File: config.mk
export PLATFORM = sky130hd
export DESIGN_NAME = guest_memory_region_map_unit
export DESIGN_NICKNAME = d
export VERILOG_FILES = /design/src/sv/gmr_pkg.sv /design/src/sv/guest_memory_region_map_unit.sv /design/src/sv/gmr_ram.sv
export SDC_FILE = /design/constraint.sdc
export NUM_CORES = 2
export LEC_CHECK = 0
export ABC_AREA = 1
export ABC_CLOCK_PERIOD_IN_PS = 22800
export BUFFER_PORTS_ARGS = -buffer_cell sky130_fd_sc_hd__buf_2
export CORE_AREA = 2 2 752 567
export DETAILED_ROUTE_END_ITERATION = 10
export DIE_AREA = 0 0 754 569
export MAX_ROUTING_LAYER = met4
export PLACE_DENSITY = 0.43
export SYNTH_ARGS = -nofsm -noshare
export SYNTH_HDL_FRONTEND = slang
export SYNTH_SLANG_ARGS = --single-unit
File: constraint.sdc
create_clock -name clk_i -period 22.8 [get_ports clk_i]
set_input_delay 4.56 -clock clk_i [delete_from_list [all_inputs] [get_ports clk_i]]
set_output_delay 4.56 -clock clk_i [all_outputs]
set_load 0.01 [all_outputs]
File: src/sv/gmr_pkg.sv
`timescale 1ns / 1ps
// gmr_pkg: shared constants, codes and types for the guest memory region map.
// No dependencies; imported by the region map unit, the result checker and the testbench.
package gmr_pkg;

  // Table depth default
  localparam int unsigned MAX_REGIONS_DEF = 16;

  // Field widths
  localparam int unsigned KIND_W   = 2;
  localparam int unsigned ADDR_W   = 64;
  localparam int unsigned STATUS_W = 3;
  localparam int unsigned RIDX_W   = 4;
  localparam int unsigned PSL_W    = 5;

  // Stored entry: base, end (base + size), read-only mark
  localparam int unsigned ENTRY_W = 2 * ADDR_W + 1;

  // Configuration port
  localparam int unsigned CFG_IDX_W  = 2;
  localparam int unsigned CFG_DATA_W = 32;
  localparam logic [CFG_IDX_W-1:0] CFG_PAGE_SIZE_LOG2 = 2'd0;
  localparam logic [CFG_IDX_W-1:0] CFG_ADDS_ALLOWED   = 2'd1;
  localparam logic [PSL_W-1:0]     PSL_RESET          = 5'd12;

  // Item kinds
  localparam logic [KIND_W-1:0] KIND_ADD   = 2'd0;
  localparam logic [KIND_W-1:0] KIND_MAP   = 2'd1;
  localparam logic [KIND_W-1:0] KIND_CLEAR = 2'd2;

  // Result status codes
  localparam logic [STATUS_W-1:0] ST_OK       = 3'd0;
  localparam logic [STATUS_W-1:0] ST_INVALID  = 3'd1;
  localparam logic [STATUS_W-1:0] ST_BUSY     = 3'd2;
  localparam logic [STATUS_W-1:0] ST_OVERFLOW = 3'd3;
  localparam logic [STATUS_W-1:0] ST_FULL     = 3'd4;
  localparam logic [STATUS_W-1:0] ST_UNMAPPED = 3'd5;

  // One result beat
  typedef struct packed {
    logic [STATUS_W-1:0] status;
    logic [RIDX_W-1:0]   region_index;
    logic [ADDR_W-1:0]   offset;
    logic [ADDR_W-1:0]   granted_length;
    logic                full_span;
  } res_t;

endpackage

File: src/sv/guest_memory_region_map_unit.sv
`timescale 1ns / 1ps
// guest_memory_region_map_unit: region table with add, map and clear items.
// Depends on gmr_pkg and gmr_ram.
//
// Channel  | Direction | Handshake              | Beat contents
// ---------+-----------+------------------------+-----------------------------------------
// in       | input     | in_valid_i / in_stall_o | kind, address, length, write_access, read_only
// out      | output    | out_valid_o/out_stall_i | status, region_index, offset, granted_length,
//          |           |                        | full_span
// cfg      | input     | cfg_valid_i/cfg_ready_o | register index, write data
//
// Add: accept, checks in S_PRE and S_TOT, a table walk over the used slots, finish, hand-off.
// Map: accept, a precheck in S_PRE, a walk up to the first hit, then finish, offset, available
// length, grant and hand-off; a miss walks all used slots and goes from finish to hand-off.
// Clear and unknown kinds go from S_PRE straight to hand-off. The walk reads one RAM entry a cycle
// through the single read port, and one shared 65-bit adder does the end, total, offset and available sums.
// Reset empties the table at once (slot count to zero); no clearing pass.
// A result waiting under out_stall_i does not block the next accept; the
// following result waits in its hand-off state until the output register frees.
module guest_memory_region_map_unit #(
  parameter int unsigned MaxRegions = gmr_pkg::MAX_REGIONS_DEF
) (
  input  logic                             clk_i,
  input  logic                             rst_ni,
  // input item channel
  input  logic                             in_valid_i,
  output logic                             in_stall_o,
  input  logic [gmr_pkg::KIND_W-1:0]       kind_i,
  input  logic [gmr_pkg::ADDR_W-1:0]       address_i,
  input  logic [gmr_pkg::ADDR_W-1:0]       length_i,
  input  logic                             write_access_i,
  input  logic                             read_only_i,
  // result channel
  output logic                             out_valid_o,
  input  logic                             out_stall_i,
  output logic [gmr_pkg::STATUS_W-1:0]     status_o,
  output logic [gmr_pkg::RIDX_W-1:0]       region_index_o,
  output logic [gmr_pkg::ADDR_W-1:0]       offset_o,
  output logic [gmr_pkg::ADDR_W-1:0]       granted_length_o,
  output logic                             full_span_o,
  // configuration write channel
  input  logic                             cfg_valid_i,
  output logic                             cfg_ready_o,
  input  logic [gmr_pkg::CFG_IDX_W-1:0]    cfg_index_i,
  input  logic [gmr_pkg::CFG_DATA_W-1:0]   cfg_data_i
);

  import gmr_pkg::*;

  localparam int unsigned IdxW = $clog2(MaxRegions > 1 ? MaxRegions : 2);
  localparam int unsigned CntW = $clog2(MaxRegions + 1);

  // Sequencer states
  localparam logic [3:0] S_IDLE = 4'd0;
  localparam logic [3:0] S_PRE  = 4'd1;
  localparam logic [3:0] S_TOT  = 4'd2;
  localparam logic [3:0] S_WALK = 4'd3;
  localparam logic [3:0] S_FIN  = 4'd4;
  localparam logic [3:0] S_OFF  = 4'd5;
  localparam logic [3:0] S_AVL  = 4'd6;
  localparam logic [3:0] S_GNT  = 4'd7;
  localparam logic [3:0] S_DONE = 4'd8;

  // Control state
  logic [3:0]       state_q, state_d;
  logic [CntW-1:0]  used_q, used_d;
  logic [ADDR_W-1:0] total_q, total_d;
  logic [PSL_W-1:0] psl_q, psl_d;
  logic             adds_q, adds_d;
  logic [CntW-1:0]  cnt_q, cnt_d;
  logic             rvalid_q, rvalid_d;
  logic             found_q, found_d;
  logic             out_valid_q, out_valid_d;

  // Item and working payload
  logic [KIND_W-1:0] kind_q, kind_d;
  logic [ADDR_W-1:0] addr_q, addr_d;
  logic [ADDR_W-1:0] len_q, len_d;
  logic              wr_q, wr_d;
  logic              ro_q, ro_d;
  logic [ADDR_W-1:0] end_q, end_d;
  logic              wrap_q, wrap_d;
  logic [ADDR_W-1:0] tot_new_q, tot_new_d;
  logic [CntW-1:0]   ridx_q, ridx_d;
  logic [ADDR_W-1:0] hit_base_q, hit_base_d;
  logic [ADDR_W-1:0] hit_end_q, hit_end_d;
  logic              hit_lock_q, hit_lock_d;
  logic [CntW-1:0]   hit_idx_q, hit_idx_d;
  logic [ADDR_W-1:0] off_q, off_d;
  logic [ADDR_W-1:0] avail_q, avail_d;
  res_t              res_q, res_d;
  res_t              out_q, out_d;

  // Shared adder
  logic [ADDR_W-1:0] op_a, op_b;
  logic              op_cin;
  logic [ADDR_W:0]   sum;

  // Table RAM ports
  logic               ram_we;
  logic [IdxW-1:0]    ram_waddr, ram_raddr;
  logic [ENTRY_W-1:0] ram_wdata, ram_rdata;
  logic [ADDR_W-1:0]  rd_base, rd_end;
  logic               rd_lock;

  // Walk compare unit
  logic              match, hit_now, issue;
  logic [ADDR_W-1:0] mask;
  logic              misaligned;
  logic              accept;

  assign accept     = in_valid_i && !in_stall_o;
  assign in_stall_o = (state_q != S_IDLE);
  assign cfg_ready_o = 1'b1;

  // Shared adder operand select
  always_comb begin
    op_a   = addr_q;
    op_b   = len_q;
    op_cin = 1'b0;
    unique case (state_q)
      S_TOT: begin
        op_a = total_q;
      end
      S_OFF: begin
        op_b   = ~hit_base_q;
        op_cin = 1'b1;
      end
      S_AVL: begin
        op_a   = hit_end_q;
        op_b   = ~addr_q;
        op_cin = 1'b1;
      end
      default: begin
      end
    endcase
  end
  assign sum = {1'b0, op_a} + {1'b0, op_b} + {{ADDR_W{1'b0}}, op_cin};

  // Page alignment of base and size
  assign mask       = (64'd1 << psl_q) - 64'd1;
  assign misaligned = ((addr_q | len_q) & mask) != '0;

  // Entry fields and span compare
  assign rd_base = ram_rdata[ENTRY_W-1 -: ADDR_W];
  assign rd_end  = ram_rdata[ADDR_W:1];
  assign rd_lock = ram_rdata[0];
  always_comb begin
    if (kind_q == KIND_ADD) begin
      match = (addr_q < rd_end) && (rd_base < end_q);
    end else begin
      match = (addr_q >= rd_base) && (addr_q < rd_end);
    end
  end
  assign hit_now = rvalid_q && match;
  assign issue   = (state_q == S_WALK) && (cnt_q != used_q) && !hit_now;

  assign ram_raddr = cnt_q[IdxW-1:0];
  assign ram_waddr = used_q[IdxW-1:0];
  assign ram_wdata = {addr_q, end_q, ro_q};

  // Sequencer
  always_comb begin
    state_d     = state_q;
    used_d      = used_q;
    total_d     = total_q;
    psl_d       = psl_q;
    adds_d      = adds_q;
    cnt_d       = cnt_q;
    rvalid_d    = 1'b0;
    found_d     = found_q;
    out_valid_d = out_valid_q;
    kind_d      = kind_q;
    addr_d      = addr_q;
    len_d       = len_q;
    wr_d        = wr_q;
    ro_d        = ro_q;
    end_d       = end_q;
    wrap_d      = wrap_q;
    tot_new_d   = tot_new_q;
    ridx_d      = ridx_q;
    hit_base_d  = hit_base_q;
    hit_end_d   = hit_end_q;
    hit_lock_d  = hit_lock_q;
    hit_idx_d   = hit_idx_q;
    off_d       = off_q;
    avail_d     = avail_q;
    res_d       = res_q;
    out_d       = out_q;
    ram_we      = 1'b0;

    // configuration writes
    if (cfg_valid_i) begin
      unique case (cfg_index_i)
        CFG_PAGE_SIZE_LOG2: psl_d  = cfg_data_i[PSL_W-1:0];
        CFG_ADDS_ALLOWED:   adds_d = cfg_data_i[0];
        default: begin
        end
      endcase
    end

    // output register drains on an accepted beat
    if (out_valid_q && !out_stall_i) begin
      out_valid_d = 1'b0;
    end

    unique case (state_q)
      S_IDLE: begin
        if (accept) begin
          kind_d  = kind_i;
          addr_d  = address_i;
          len_d   = length_i;
          wr_d    = write_access_i;
          ro_d    = read_only_i;
          state_d = S_PRE;
        end
      end

      // end address, map precheck, clear, unknown kinds
      S_PRE: begin
        end_d   = sum[ADDR_W-1:0];
        wrap_d  = sum[ADDR_W];
        res_d   = '0;
        cnt_d   = '0;
        found_d = 1'b0;
        if (kind_q == KIND_ADD) begin
          state_d = S_TOT;
        end else if (kind_q == KIND_MAP) begin
          if (len_q == '0 || sum[ADDR_W]) begin
            res_d.status = ST_INVALID;
            state_d      = S_DONE;
          end else begin
            state_d = S_WALK;
          end
        end else if (kind_q == KIND_CLEAR) begin
          used_d       = '0;
          total_d      = '0;
          res_d.status = ST_OK;
          state_d      = S_DONE;
        end else begin
          res_d.status = ST_INVALID;
          state_d      = S_DONE;
        end
      end

      // add checks in priority order
      S_TOT: begin
        tot_new_d = sum[ADDR_W-1:0];
        priority if (len_q == '0) begin
          res_d.status = ST_INVALID;
          state_d      = S_DONE;
        end else if (!adds_q) begin
          res_d.status = ST_BUSY;
          state_d      = S_DONE;
        end else if (sum[ADDR_W] || wrap_q) begin
          res_d.status = ST_OVERFLOW;
          state_d      = S_DONE;
        end else if (misaligned) begin
          res_d.status = ST_INVALID;
          state_d      = S_DONE;
        end else begin
          state_d = S_WALK;
        end
      end

      // one entry read per cycle, compared in the cycle after its read
      S_WALK: begin
        if (issue) begin
          cnt_d    = cnt_q + CntW'(1);
          rvalid_d = 1'b1;
          ridx_d   = cnt_q;
        end
        if (hit_now) begin
          found_d    = 1'b1;
          hit_base_d = rd_base;
          hit_end_d  = rd_end;
          hit_lock_d = rd_lock;
          hit_idx_d  = ridx_q;
          state_d    = S_FIN;
        end else if (cnt_q == used_q) begin
          state_d = S_FIN;
        end
      end

      S_FIN: begin
        state_d = S_DONE;
        if (kind_q == KIND_ADD) begin
          priority if (found_q) begin
            res_d.status = ST_BUSY;
          end else if (used_q >= CntW'(MaxRegions)) begin
            res_d.status = ST_FULL;
          end else begin
            ram_we             = 1'b1;
            used_d             = used_q + CntW'(1);
            total_d            = tot_new_q;
            res_d.status       = ST_OK;
            res_d.region_index = RIDX_W'(used_q);
          end
        end else begin
          priority if (!found_q) begin
            res_d.status = ST_UNMAPPED;
          end else if (wr_q && hit_lock_q) begin
            res_d.status = ST_INVALID;
          end else begin
            state_d = S_OFF;
          end
        end
      end

      S_OFF: begin
        off_d   = sum[ADDR_W-1:0];
        state_d = S_AVL;
      end

      S_AVL: begin
        avail_d = sum[ADDR_W-1:0];
        state_d = S_GNT;
      end

      // clip request to what is left in the region
      S_GNT: begin
        res_d.status         = ST_OK;
        res_d.region_index   = RIDX_W'(hit_idx_q);
        res_d.offset         = off_q;
        res_d.granted_length = (len_q < avail_q) ? len_q : avail_q;
        res_d.full_span      = (len_q <= avail_q);
        state_d              = S_DONE;
      end

      // hand result to the output register once it is free
      S_DONE: begin
        if (!out_valid_q || !out_stall_i) begin
          out_d       = res_q;
          out_valid_d = 1'b1;
          state_d     = S_IDLE;
        end
      end

      default: begin
        state_d = S_IDLE;
      end
    endcase
  end

  // Control registers
  always_ff @(posedge clk_i or negedge rst_ni) begin
    if (!rst_ni) begin
      state_q     <= S_IDLE;
      used_q      <= '0;
      total_q     <= '0;
      psl_q       <= PSL_RESET;
      adds_q      <= 1'b1;
      cnt_q       <= '0;
      rvalid_q    <= 1'b0;
      found_q     <= 1'b0;
      out_valid_q <= 1'b0;
    end else begin
      state_q     <= state_d;
      used_q      <= used_d;
      total_q     <= total_d;
      psl_q       <= psl_d;
      adds_q      <= adds_d;
      cnt_q       <= cnt_d;
      rvalid_q    <= rvalid_d;
      found_q     <= found_d;
      out_valid_q <= out_valid_d;
    end
  end

  // Payload registers
  always_ff @(posedge clk_i) begin
    kind_q     <= kind_d;
    addr_q     <= addr_d;
    len_q      <= len_d;
    wr_q       <= wr_d;
    ro_q       <= ro_d;
    end_q      <= end_d;
    wrap_q     <= wrap_d;
    tot_new_q  <= tot_new_d;
    ridx_q     <= ridx_d;
    hit_base_q <= hit_base_d;
    hit_end_q  <= hit_end_d;
    hit_lock_q <= hit_lock_d;
    hit_idx_q  <= hit_idx_d;
    off_q      <= off_d;
    avail_q    <= avail_d;
    res_q      <= res_d;
    out_q      <= out_d;
  end

  // Region table
  gmr_ram #(
    .Width (ENTRY_W),
    .Depth (MaxRegions)
  ) u_table (
    .clk_i   (clk_i),
    .we_i    (ram_we),
    .waddr_i (ram_waddr),
    .wdata_i (ram_wdata),
    .raddr_i (ram_raddr),
    .rdata_o (ram_rdata)
  );

  // Result ports
  assign out_valid_o      = out_valid_q;
  assign status_o         = out_q.status;
  assign region_index_o   = out_q.region_index;
  assign offset_o         = out_q.offset;
  assign granted_length_o = out_q.granted_length;
  assign full_span_o      = out_q.full_span;

endmodule

File: src/sv/gmr_ram.sv
`timescale 1ns / 1ps
// gmr_ram: generic single-write, single-read RAM with registered read data.
// No dependencies.
module gmr_ram #(
  parameter int unsigned Width = 8,
  parameter int unsigned Depth = 16
) (
  input  logic                                    clk_i,
  input  logic                                    we_i,
  input  logic [$clog2(Depth > 1 ? Depth : 2)-1:0] waddr_i,
  input  logic [Width-1:0]                        wdata_i,
  input  logic [$clog2(Depth > 1 ? Depth : 2)-1:0] raddr_i,
  output logic [Width-1:0]                        rdata_o
);

  logic [Width-1:0] mem_q [Depth];
  logic [Width-1:0] rdata_q;

  // Write port and registered read port
  always_ff @(posedge clk_i) begin
    if (we_i) begin
      mem_q[waddr_i] <= wdata_i;
    end
    rdata_q <= mem_q[raddr_i];
  end

  assign rdata_o = rdata_q;

endmodule

==> results_dict.tcl <==
set metrics [dict create \
    insertion_delay_ps 930 \
    layout_common_cells "edfxtp_1, nor2_1, nand2_1" \
    ff2ff_setup_slack_ps 15590 \
    nets 10419 \
    hold_path_class "reg2reg" \
    min_period_over_period 0.3162 \
    async_reset_ff_frac 0.02827 \
    htree_levels 5 \
    yosysTopAreaCellShare 0.6814 \
    critPathKind "reg2reg" \
    violations "capacitance limit, slew limit" \
    ys_warn_count 0 \
    final_hold_viol_count 0 \
    drt_first_pass_iters 6 \
    hold_slack_ps 415.2 \
    synth_ff_type "edfxtp_1" \
    maxSlewHeadroom -0.0006757 \
    io_buffers 281 \
    grt_max_degree 205 \
    grt_pass1_vias 78467 \
    irDropWorstVdd_mv 0.07927 \
    crit_required_ps 23330 \
    finalSetupTns_ps 0 \
    final_common_cell "edfxtp_1" \
    fin_worst_skew_ps 60.53 \
    drc 0 \
    core_area_sq_mm 0.4219 \
    routedWlPerCell_um 26.76 \
    via_count 80584 \
    dpl.hpwl_um 246100 \
    grt_usage 0.1969 \
    clkTransAtPathRegs_ps 60 \
    dieArea_sq_mm 0.4290 \
    initial_utilization 0.2989 \
    ios 310 \
    setup_viol 0 \
    die_h_um 569 \
    ant_nets 0 \
    status "finished, violations left" \
    cts_setup_buffers 0 \
    largest_reg_flops 2064 \
    synth_seq_cells 3078 \
    start_kind "register" \
    antenna_found_initial 27 \
    rsz0062_at_grt "no" \
    viasPerCell 5.094 \
    cts_buffers 311 \
    endpoint_kind "register" \
    synth_area_sq_mm 0.1261 \
    fin_crit_ps 7209 \
    syn2layout_area_growth_pct 14.58 \
    cts-hold-fix-buffers 0 \
    fin_util 0.3425 \
    grt.overflow.total 0 \
    cts_resized 0 \
    grt_pass1_wl_um 592700 \
    crit_arrival_ps 7740 \
    yosysTopAreaCell "edfxtp_1" \
    leakage_nw 49.82 \
    avgSynthCellArea_sq_um 13.07 \
    drtIter0Drc 8059 \
    cp_max_fo 34 \
    synth_cell_types 60 \
    fmax_mhz 138.7 \
    top_register "u_table.mem_q" \
    drt_wl_total_um 423300 \
    clock-sinks 3078 \
    rows 207 \
    fin_total_pwr_w 0.01799 \
    chipWidth_um 754 \
    maxSlewViolCount 1 \
    stdcell_area_sq_mm 0.1445 \
    cts_buffer_depth 4 \
    ys_seq_area_frac 0.7192 \
    syn_nets 10149 \
    drive_gt1_frac 0.09978 \
    clockRootBuffer "clkbuf_16" \
    cts_tree "yes" \
    synth.area.top_cells "edfxtp_1, nor2_1, ha_1, o21ai_0, nand2_1" \
    gp_congestion 0.9337 \
    power_density_mw_per_mm2 124.5 \
    postPlaceCellArea_sq_mm 0.1343 \
    max-cap-violations 1 \
    synth_cells 9652 \
    synth-edff-count 2862 \
    worst_pin_slew_ps 1501 \
]
[critical path, cell delays in order, from the launching register on]
cell and delay [ps]:
dfrtp_1 440, inv_2 110, nor2_1 80, nand2_4 410
clkinv_2 630, nor2_4 1040, buf_4 570, nand2_1 100
o221ai_1 110, ha_1 370, a21oi_1 180, inv_1 90
a31oi_1 450, o21ai_0 170, a31oi_1 340, nand3_1 600
xor2_1 1070
[cell families (layout without fill, tap and decap cells)]
family          Yosys count  after routing  share of synthesized area
flops                  3078           3078                     0.7192
buf+inv                1164           1684                    0.03669
xor+xnor                 68             68                   0.004722
fa+ha+maj               326            326                    0.03246
mux                     195            195                    0.01548
compound gates         1804           1804                    0.09399
simple gates           3016           3016                    0.09747
other cells               1              5                 0.00002973
[path summary, 6_finish.rpt]
kind / from / end / cells after the start
min in group asynchronous: rst_ni / total_q[4] / 1
max reg2reg: state_q[2] / tot_new_q[41] / 16
max: state_q[2] / tot_new_q[41] / 16
max in group asynchronous: rst_ni / total_q[47] / 3
min reg2reg: res_q[107] / offset_o[42] / 0
min: res_q[107] / offset_o[42] / 0
[synthesized netlist by cell type (all sizes together), types with 38 or more instances]
library cell / number
clkbuf: 334
ha: 324
a221oi: 64
dfxtp: 129
dfrtp: 84
nand4: 47
o221ai: 262
nand3: 389
nand3b: 44
inv: 647
a21oi: 293
o21ai: 698
nor2: 1656
edfxtp: 2862
mux2i: 195
buf: 181
nand2: 835
o211ai: 73
o32ai: 323
xor2: 38
[through the flow]
step	std cells	setup slack, ps
final	15819	15590
after global routing	15815	15440
after global placement	15252	15630
after CTS	15815	15870
after floorplan	9652	11870
after detailed placement	15252	15590
[layout make-up]
cell class	instances	area, sq um
multi-input combinational	5410	31030
clock buffer	421	8613
fill	40982	277400
sequential	3078	90720
tap	5643	7061
clock inverter	142	1562
inverter	649	2471
timing repair buffer	472	3055
antenna	4	10.01
[power by group]
group | switching, W | leakage [nW] | internal (W)
Sequential | 0.000786 | 28.2 | 0.00739
Combinational | 0.00337 | 16.6 | 0.00124
Clock | 0.00223 | 4.97 | 0.00298
Total | 0.00638 | 49.8 | 0.0116
[layer usage]
metal | wire [um] | up-vias | part of all wire | GRT usage
met5 | 0 | - | 0 | -
met4 | 12370 | 0 | 0.029 | 0.05201
met3 | 25310 | 624 | 0.060 | 0.02839
met2 | 196600 | 2572 | 0.46 | 0.3122
met1 | 189000 | 41361 | 0.45 | 0.2658
li1 | - | 36027 | - | -
No activity file was read; power rests on OpenSTA's default activity.
